`src/hdl/egcd_pkg.sv`:
```
`timescale 1ns / 1ps
package egcd_pkg;
  localparam int unsigned DATA_WIDTH_DEF = 64;
  localparam logic [1:0] ST_OK    = 2'd0;
  localparam logic [1:0] ST_NOINV = 2'd1;
  localparam logic [1:0] ST_ERR   = 2'd2;
endpackage

```
`src/hdl/egcd_divider.sv`:
```
`timescale 1ns / 1ps
module egcd_divider import egcd_pkg::*; #(
  parameter int unsigned W = DATA_WIDTH_DEF
) (
  input  logic         clk,
  input  logic         rst_n,
  input  logic         go,
  input  logic [W-1:0] dividend,
  input  logic [W-1:0] divisor,
  output logic         done,
  output logic [W-1:0] quot,
  output logic [W-1:0] rem
);
  localparam int unsigned CW = $clog2(W + 1);
  logic [W-1:0]  n_r, n_nxt, d_r, q_r, q_nxt;
  logic [W:0]    a_r, a_nxt;
  logic [CW-1:0] cnt_r;
  logic          run_r, nneg_r, qneg_r;
  logic [W:0]    sh, df;
  logic [W-1:0]  qmag, rmag;

  // shift in one dividend bit and try subtracting the divisor magnitude
  always_comb begin
    sh    = {a_r[W-1:0], n_r[W-1]};
    df    = sh - {1'b0, d_r};
    n_nxt = {n_r[W-2:0], 1'b0};
    if (!df[W]) begin
      a_nxt = df;
      q_nxt = {q_r[W-2:0], 1'b1};
    end else begin
      a_nxt = sh;
      q_nxt = {q_r[W-2:0], 1'b0};
    end
  end

  always_ff @(posedge clk) begin
    if (!rst_n) begin
      run_r <= 1'b0;
      done  <= 1'b0;
      cnt_r <= '0;
    end else begin
      done <= 1'b0;
      if (go) begin
        run_r  <= 1'b1;
        cnt_r  <= CW'(W);
        n_r    <= dividend[W-1] ? -dividend : dividend;
        d_r    <= divisor[W-1] ? -divisor : divisor;
        a_r    <= '0;
        q_r    <= '0;
        nneg_r <= dividend[W-1];
        qneg_r <= dividend[W-1] ^ divisor[W-1];
      end else if (run_r) begin
        n_r   <= n_nxt;
        a_r   <= a_nxt;
        q_r   <= q_nxt;
        cnt_r <= cnt_r - 1'b1;
        if (cnt_r == CW'(1)) begin
          run_r <= 1'b0;
          done  <= 1'b1;
        end
      end
    end
  end

  // apply truncating signs
  assign qmag = q_r;
  assign rmag = a_r[W-1:0];
  assign quot = qneg_r ? -qmag : qmag;
  assign rem  = nneg_r ? -rmag : rmag;
endmodule

```
`src/hdl/extended_gcd_mod_inverse_unit.sv`:
```
`timescale 1ns / 1ps
// Channel | Ports                                          | Transfer
// input   | in_req_type, in_operand_a, in_operand_b        | start && !busy
// result  | out_gcd_value, out_coef_x, out_coef_y,         | out_valid (1 cycle)
//         | out_inverse_value, out_status                  |
// Each Euclid step runs a test state and a restoring division, then three
// phases for each coefficient multiply on the half-width multiplier. Inverse
// mode adds a final reduction of the x coefficient by the modulus. Busy stays
// high for the whole item. rst_n is synchronous and clears control state. The
// receiver cannot stall; results show for one cycle.
module extended_gcd_mod_inverse_unit import egcd_pkg::*; #(
  parameter int unsigned DATA_WIDTH = DATA_WIDTH_DEF
) (
  input  logic        clk,
  input  logic        rst_n,
  input  logic        start,
  output logic        busy,
  input  logic        in_req_type,
  input  logic [63:0] in_operand_a,
  input  logic [63:0] in_operand_b,
  output logic        out_valid,
  output logic [63:0] out_gcd_value,
  output logic [63:0] out_coef_x,
  output logic [63:0] out_coef_y,
  output logic [62:0] out_inverse_value,
  output logic [1:0]  out_status
);
  localparam int unsigned W  = DATA_WIDTH;
  localparam int unsigned HW = (W + 1) / 2;
  localparam int unsigned MW = 2 * HW;
  typedef enum logic [6:0] {
    S_IDLE = 7'b0000001, S_TEST = 7'b0000010, S_DIV = 7'b0000100,
    S_MS   = 7'b0001000, S_MT = 7'b0010000, S_INV = 7'b0100000,
    S_OUT  = 7'b1000000
  } state_t;
  state_t st_r;
  logic [W-1:0]     pr_r, cr_r, ps_r, cs_r, pt_r, ct_r, q_r, m_r, acc_r;
  logic [1:0]       ph_r;
  logic             typ_r, dgo, ddone;
  logic [W-1:0]     dvd, dvs, dq, drem, mc, prod;
  logic [W-1:0]     lo;
  logic [MW-1:0]    qx, cx, pp;
  logic [HW-1:0]    ma, mb;
  logic [MW+HW-1:0] ppw;

  assign lo = {1'b1, {(W-1){1'b0}}};
  assign busy = (st_r != S_IDLE);

  egcd_divider #(.W(W)) u_div (
    .clk(clk), .rst_n(rst_n), .go(dgo), .dividend(dvd), .divisor(dvs),
    .done(ddone), .quot(dq), .rem(drem)
  );

  // shared half-width multiplier; three partial products give the low W bits
  assign mc   = (st_r == S_MS) ? cs_r : ct_r;
  assign qx   = MW'(q_r);
  assign cx   = MW'(mc);
  assign ma   = (ph_r == 2'd2) ? qx[MW-1:HW] : qx[HW-1:0];
  assign mb   = (ph_r == 2'd1) ? cx[MW-1:HW] : cx[HW-1:0];
  assign pp   = ma * mb;
  assign ppw  = {pp, {HW{1'b0}}};
  assign prod = acc_r + ppw[W-1:0];

  always_comb begin
    dvd = pr_r;
    dvs = cr_r;
    if (st_r == S_INV) begin
      dvd = pr_r[W-1] ? -ps_r : ps_r;
      dvs = m_r;
    end
  end

  always_ff @(posedge clk) begin
    if (!rst_n) begin
      st_r      <= S_IDLE;
      out_valid <= 1'b0;
      dgo       <= 1'b0;
      ph_r      <= '0;
    end else begin
      out_valid <= 1'b0;
      dgo       <= 1'b0;
      case (st_r)
        S_IDLE: if (start) begin
          typ_r <= in_req_type;
          pr_r  <= in_operand_a[W-1:0];
          cr_r  <= in_operand_b[W-1:0];
          m_r   <= in_operand_b[W-1:0];
          ps_r  <= W'(1); cs_r <= '0; pt_r <= '0; ct_r <= W'(1);
          out_inverse_value <= '0;
          out_status <= ST_OK;
          if (in_req_type && (in_operand_b[W-1] || in_operand_b[W-1:0] == '0)) begin
            out_status <= ST_ERR;
            pr_r <= '0; ps_r <= '0; pt_r <= '0;
            st_r <= S_OUT;
          end else st_r <= S_TEST;
        end
        S_TEST: begin
          if (cr_r == '0) begin
            if (typ_r) begin
              if (pr_r inside {W'(1), {W{1'b1}}}) begin
                dgo <= 1'b1;
                st_r <= S_INV;
              end else begin
                out_status <= ST_NOINV;
                st_r <= S_OUT;
              end
            end else st_r <= S_OUT;
          end else if (pr_r == lo && cr_r == '1) begin
            out_status <= ST_ERR;
            pr_r <= '0; ps_r <= '0; pt_r <= '0;
            st_r <= S_OUT;
          end else begin
            dgo  <= 1'b1;
            st_r <= S_DIV;
          end
        end
        S_DIV: if (ddone) begin
          q_r  <= dq;
          pr_r <= cr_r;
          cr_r <= drem;
          st_r <= S_MS;
        end
        // accumulate q*cs over three phases, then advance the s pair
        S_MS: begin
          if (ph_r != 2'd2) begin
            ph_r  <= ph_r + 2'd1;
            acc_r <= (ph_r == 2'd0) ? pp[W-1:0] : prod;
          end else begin
            ps_r <= cs_r;
            cs_r <= ps_r - prod;
            ph_r <= '0;
            st_r <= S_MT;
          end
        end
        // accumulate q*ct over three phases, then advance the t pair
        S_MT: begin
          if (ph_r != 2'd2) begin
            ph_r  <= ph_r + 2'd1;
            acc_r <= (ph_r == 2'd0) ? pp[W-1:0] : prod;
          end else begin
            pt_r <= ct_r;
            ct_r <= pt_r - prod;
            ph_r <= '0;
            st_r <= S_TEST;
          end
        end
        S_INV: if (ddone) begin
          out_inverse_value <= 63'(drem[W-1] ? drem + m_r : drem);
          st_r <= S_OUT;
        end
        S_OUT: begin
          out_valid <= 1'b1;
          st_r <= S_IDLE;
        end
        default: st_r <= S_IDLE;
      endcase
    end
  end

  assign out_gcd_value = 64'($signed(pr_r));
  assign out_coef_x    = 64'($signed(ps_r));
  assign out_coef_y    = 64'($signed(pt_r));
endmodule
```
`config.mk`:
```
export PLATFORM = sky130hd
export DESIGN_NAME = extended_gcd_mod_inverse_unit
export DESIGN_NICKNAME = d
export VERILOG_FILES = /design/src/hdl/egcd_pkg.sv /design/src/hdl/egcd_divider.sv /design/src/hdl/extended_gcd_mod_inverse_unit.sv
export SDC_FILE = /design/constraint.sdc
export NUM_CORES = 2
export LEC_CHECK = 0
export BUFFER_PORTS_ARGS = -buffer_cell sky130_fd_sc_hd__clkbuf_2
export CORE_UTILIZATION = 45
export CTS_CLUSTER_SIZE = 12
export DETAILED_ROUTE_END_ITERATION = 8
export PLACE_DENSITY = 0.63
export SLEW_MARGIN = 25
export SYNTH_ARGS = -nofsm -noshare
export SYNTH_HDL_FRONTEND = slang
export SYNTH_SLANG_ARGS = --single-unit
export TNS_END_PERCENT = 100
```
`constraint.sdc`:
```
create_clock -name clk -period 29.1 [get_ports clk]
set_input_delay 0 -clock clk [delete_from_list [all_inputs] [get_ports clk]]
set_output_delay 0 -clock clk [all_outputs]
set_load 0.01 [all_outputs]
```
==> impl_results.html <==
<table>
<tr><th>Metric</th><th>Value</th></tr>
<tr><th colspan="2">Global routing</th></tr>
<tr><td>Initial antenna violation count</td><td>25</td></tr>
<tr><td>Global routing usage summed across all routing layers</td><td>34.4%</td></tr>
<tr><td>Global route total overflow</td><td>0</td></tr>
<tr><td>Via count of the first global-routing pass</td><td>77900</td></tr>
<tr><td>Global-route wire length before repair</td><td>529000 µm</td></tr>
<tr><td>Pin count of the biggest net entering global routing</td><td>132</td></tr>
<tr><th colspan="2">Hold path</th></tr>
<tr><td>Worst hold path type</td><td>input port to flip-flop</td></tr>
<tr><th colspan="2">Logic synthesis</th></tr>
<tr><td>Register bit total from synthesis</td><td>920</td></tr>
<tr><td>Sequential cell area fraction in the yosys report</td><td>29.4%</td></tr>
<tr><td>Synth Cell Area</td><td>93200 µm²</td></tr>
<tr><td>Area share of xor/xnor cells in the synthesized design</td><td>5.99%</td></tr>
<tr><td>Number of instances in the synthesized netlist</td><td>10000</td></tr>
<tr><td>Yosys warns</td><td>0</td></tr>
<tr><td>Net count after synthesis</td><td>11600</td></tr>
<tr><td>Commonest register cell after synthesis</td><td>edfxtp_1</td></tr>
<tr><td>Average cell area after synthesis</td><td>9.28 µm²</td></tr>
<tr><td>Synthesized-area fraction occupied by ao, oa, aoi and oai cells</td><td>11.8%</td></tr>
<tr><td>Post-synth EDFFs</td><td>900</td></tr>
<tr><td>Async SR Flop Fraction</td><td>0%</td></tr>
<tr><td>Fraction of synthesized area in multiplexers</td><td>2.71%</td></tr>
<tr><td>Dominant combinational cell family by area after synthesis</td><td>adder cells</td></tr>
<tr><td>Distinct cells, synth</td><td>86</td></tr>
<tr><td>Synth Area in Adders</td><td>26.7%</td></tr>
<tr><td>Area share of and/or/nand/nor cells after synthesis</td><td>16.8%</td></tr>
<tr><th colspan="2">Drt</th></tr>
<tr><td>Vias</td><td>78300</td></tr>
<tr><td>First DRT Iteration DRCs</td><td>7960</td></tr>
<tr><td>WL met1</td><td>143000 µm</td></tr>
<tr><td>Final ANT Viol Nets</td><td>0</td></tr>
<tr><td>Met3 wirelength from detailed routing</td><td>31000 µm</td></tr>
<tr><td>Total Routed Length</td><td>364000 µm</td></tr>
<tr><td>Detailed-routing iteration count for the pre-antenna-repair pass</td><td>6</td></tr>
<tr><td>Wirelength per Cell</td><td>27.6 µm</td></tr>
<tr><td>Final routed DRC violation total</td><td>0</td></tr>
<tr><td>Via/cell ratio</td><td>5.94</td></tr>
<tr><td>Highest layer used for signal routing</td><td>met5</td></tr>
<tr><td>Met2 routed WL</td><td>161000 µm</td></tr>
<tr><th colspan="2">Critical path</th></tr>
<tr><td>Sort of element at the end of the critical path</td><td>flip-flop</td></tr>
<tr><td>Crit path required time</td><td>29.60 ns</td></tr>
<tr><td>Worst path max stage delay</td><td>0.77 ns</td></tr>
<tr><td>Startpoint Class</td><td>flip-flop</td></tr>
<tr><td>Arrival time worst endpoint</td><td>13.95 ns</td></tr>
<tr><td>Highest fanout seen on the critical path</td><td>41</td></tr>
<tr><td>Critical path class</td><td>flip-flop to flip-flop</td></tr>
<tr><td>Most used cell, CP</td><td>fa_1</td></tr>
<tr><td>Max stage delay cell, worst path</td><td>o21a_1</td></tr>
<tr><th colspan="2">Job</th></tr>
<tr><td>Max cap viols</td><td>0</td></tr>
<tr><th colspan="2">Outcome</th></tr>
<tr><td>Outcome</td><td>finished clean</td></tr>
<tr><th colspan="2">Clock tree</th></tr>
<tr><td>H-tree depth</td><td>3</td></tr>
<tr><td>Source-to-sink clock delay at the later pin of the worst-skew pair</td><td>0.80 ns</td></tr>
<tr><td>CTS Sinks</td><td>920</td></tr>
<tr><td>CTS clock-pin slew for the worst setup and hold paths</td><td>0.06 ns</td></tr>
<tr><td>Clk Tree Root Cell</td><td>clkbuf_16</td></tr>
<tr><td>Post-CTS Repair Setup Buffers</td><td>0</td></tr>
<tr><td>Number of buffers inserted during clock tree synthesis</td><td>109</td></tr>
<tr><td>Number of buffers between clock root and the deepest sink</td><td>3</td></tr>
<tr><td>Number of cells upsized or downsized after cts</td><td>0</td></tr>
<tr><td>Clock tree from TritonCTS</td><td>done</td></tr>
<tr><th colspan="2">Timing</th></tr>
<tr><td>Tmin final</td><td>13.45 ns</td></tr>
<tr><td>Rel. slew slack</td><td>20.3%</td></tr>
<tr><td>Fraction of the cycle the final worst path needs</td><td>46.2%</td></tr>
<tr><td>Setup violation total in the final timing report</td><td>0</td></tr>
<tr><td>Number of max-slew violations in the final report</td><td>0</td></tr>
<tr><td>Max Clock Skew</td><td>0.0849 ns</td></tr>
<tr><td>RSZ-0062 raised after global routing</td><td>no</td></tr>
<tr><td>Final hold violations</td><td>0</td></tr>
<tr><td>Setup TNS</td><td>0 ns</td></tr>
<tr><td>Transition time at the pin with the least slew margin</td><td>1.18 ns</td></tr>
<tr><td>Maximum clock frequency</td><td>74.3 MHz</td></tr>
<tr><th colspan="2">Final layout</th></tr>
<tr><td>Final core utilization</td><td>50.6%</td></tr>
<tr><td>Area growth, synth to finish</td><td>11.6%</td></tr>
<tr><td>Final #Nets</td><td>12000</td></tr>
<tr><td>Fraction of final layout cells with drive strength greater than 1</td><td>8.93%</td></tr>
<tr><td>Fin cells</td><td>13200</td></tr>
<tr><th colspan="2">Die</th></tr>
<tr><td>Die height</td><td>457 µm</td></tr>
<tr><td>Die area</td><td>209000 µm²</td></tr>
<tr><td>Starting Density</td><td>45.4%</td></tr>
<tr><td>I/O Pins</td><td>391</td></tr>
<tr><td>Std cell rows</td><td>166</td></tr>
<tr><td>DIE WIDTH</td><td>457 µm</td></tr>
<tr><td>Core ar.</td><td>205000 µm²</td></tr>
<tr><th colspan="2">Placement</th></tr>
<tr><td>Half-perimeter wire length after placement</td><td>286000 µm</td></tr>
<tr><td>Placed insts</td><td>12800</td></tr>
<tr><td>Quantity of I/O buffers inserted on ports</td><td>390</td></tr>
<tr><td>Final RePlAce weighted congestion</td><td>1.03</td></tr>
</table>
==> cell usage in the layout (no fill, tap or decap), types with 68 or more instances in the layout <==
cell type,netlist,routed
a21o_1,271,271
a21oi_1,490,486
and2_1,208,206
buf_4,0,190
clkbuf_16,0,110
clkbuf_2,0,390
dlygate4sd3_1,0,154
edfxtp_1,900,900
fa_1,901,901
ha_1,539,539
inv_1,1152,1152
mux2i_1,179,164
nand2_1,1381,1381
nand2b_1,68,68
nand3_1,161,161
nand4_1,96,96
nor2_1,895,891
nor2b_1,122,120
nor3_1,107,107
nor4_1,75,73
o21ai_0,404,395
o31ai_1,83,83
or3_1,72,72
xnor2_1,376,374
xor2_1,259,257
==> final cells by class <==
cell class | count | area, µm²
Antenna cell | 15 | 37.5
Clock buffer | 127 | 2820
Clock inverter | 70 | 920
Fill cell | 19000 | 101000
Inverter | 1152 | 4320
Multi-Input combinational cell | 7478 | 60100
Sequential cell | 920 | 27400
Tap cell | 2688 | 3360
Timing Repair Buffer | 736 | 4960
==> Yosys cell counts, types with 18 or more instances <==
cell type	instances	area share [%]
o21bai_1	43	0.35
nor3_1	107	0.57
nand3b_1	34	0.27
dfxtp_1	20	0.43
a21oi_1	490	2.6
o41ai_1	46	0.43
and2_1	208	1.4
nand2b_1	68	0.46
a211o_1	18	0.17
nand2_1	1381	5.6
xnor2_1	376	3.5
o211ai_1	20	0.16
buf_1	33	0.13
nor2_1	895	3.6
nor2b_1	122	0.82
mux2_2	58	0.70
inv_1	1152	4.6
fa_1	901	19
a21o_1	271	2.2
nand4_1	96	0.64
o21a_1	60	0.48
o21ai_0	404	2.2
a31oi_1	70	0.47
or2_2	38	0.26
and4_1	18	0.17
xor2_1	259	2.4
a211oi_1	56	0.45
nor4_1	75	0.50
edfxtp_1	900	29
or3_1	72	0.48
nand3_1	161	0.87
clkbuf_1	443	1.8
ha_1	539	7.2
or4_1	52	0.42
o31ai_1	83	0.67
and3_1	42	0.28
mux2i_1	179	1.9
==> sequential cells by signal (all words and copies together), names as in the netlist, 7 cells and up <==
signal / flops
acc_r: 64
u_div.n_r: 64
u_div.q_r: 64
out_inverse_value: 63
out_gcd_value: 64
ct_r: 64
out_coef_y: 64
st_r: 7
cr_r: 64
m_r: 64
q_r: 64
cs_r: 64
u_div.cnt_r: 7
u_div.a_r: 64
out_coef_x: 64
u_div.d_r: 64
==> kinds of logic after synthesis <==
logic type | Yosys count
xor+xnor | 636
fa+ha+maj | 1449
flops | 920
simple gates | 3416
buf+inv | 1635
mux | 243
compound gates | 1734
==> worst max-delay path, delay by kind of cell, from the launching register on <==
kind                     cells  cell delay, ns
AO/OA/AOI/OAI               11            3.29
XOR/XNOR                     3            0.86
adder cells (fa/ha/maj)     12            4.84
buffers and inverters        4            0.60
flip-flops                   1            0.35
AND/OR/NAND/NOR             15            3.24
==> through the flow <==
stage          setup slack, ns  hold slack, ns  cell area [µm²]
4_1_cts                  15.75        0.000842           104000
5_1_grt                  14.94          0.0426           104000
3_3_place_gp             15.45           0.208            98600
2_1_floorplan            15.40          0.0989            93200
3_5_place_dp             15.68           0.210            98600
6_report                 15.65          0.0493           104000
==> per-layer routing <==
metal / global-route usage [%] / up-vias
li1: - / 34500
met1: 44.4 / 38800
met2: 53.3 / 4015
met3: 5.74 / 926
met4: 23.0 / 6
met5: 0 / -
==> path summary, 6_finish.rpt <==
path / cells after the start / startpoint / slack (ns) / end
hold / removal: 2 / in_operand_b[44] / 0.05 / m_r[44]
hold reg to reg: 2 / u_div.cnt_r[1] / 0.50 / u_div.cnt_r[1]
setup / recovery: 45 / st_r[6] / 15.65 / ct_r[62]
setup reg to reg: 45 / st_r[6] / 15.65 / ct_r[62]
==> what timing repair did <==
action | 4_1_cts | 5_1_grt
setup endpoints to repair | 0 | 0
hold buffers | 154 | 0
endpoints found under the hold margin | 228 | 0
Power is not shown: default switching activity piles up to over one toggle a cycle in this logic, so the estimate is an artifact.
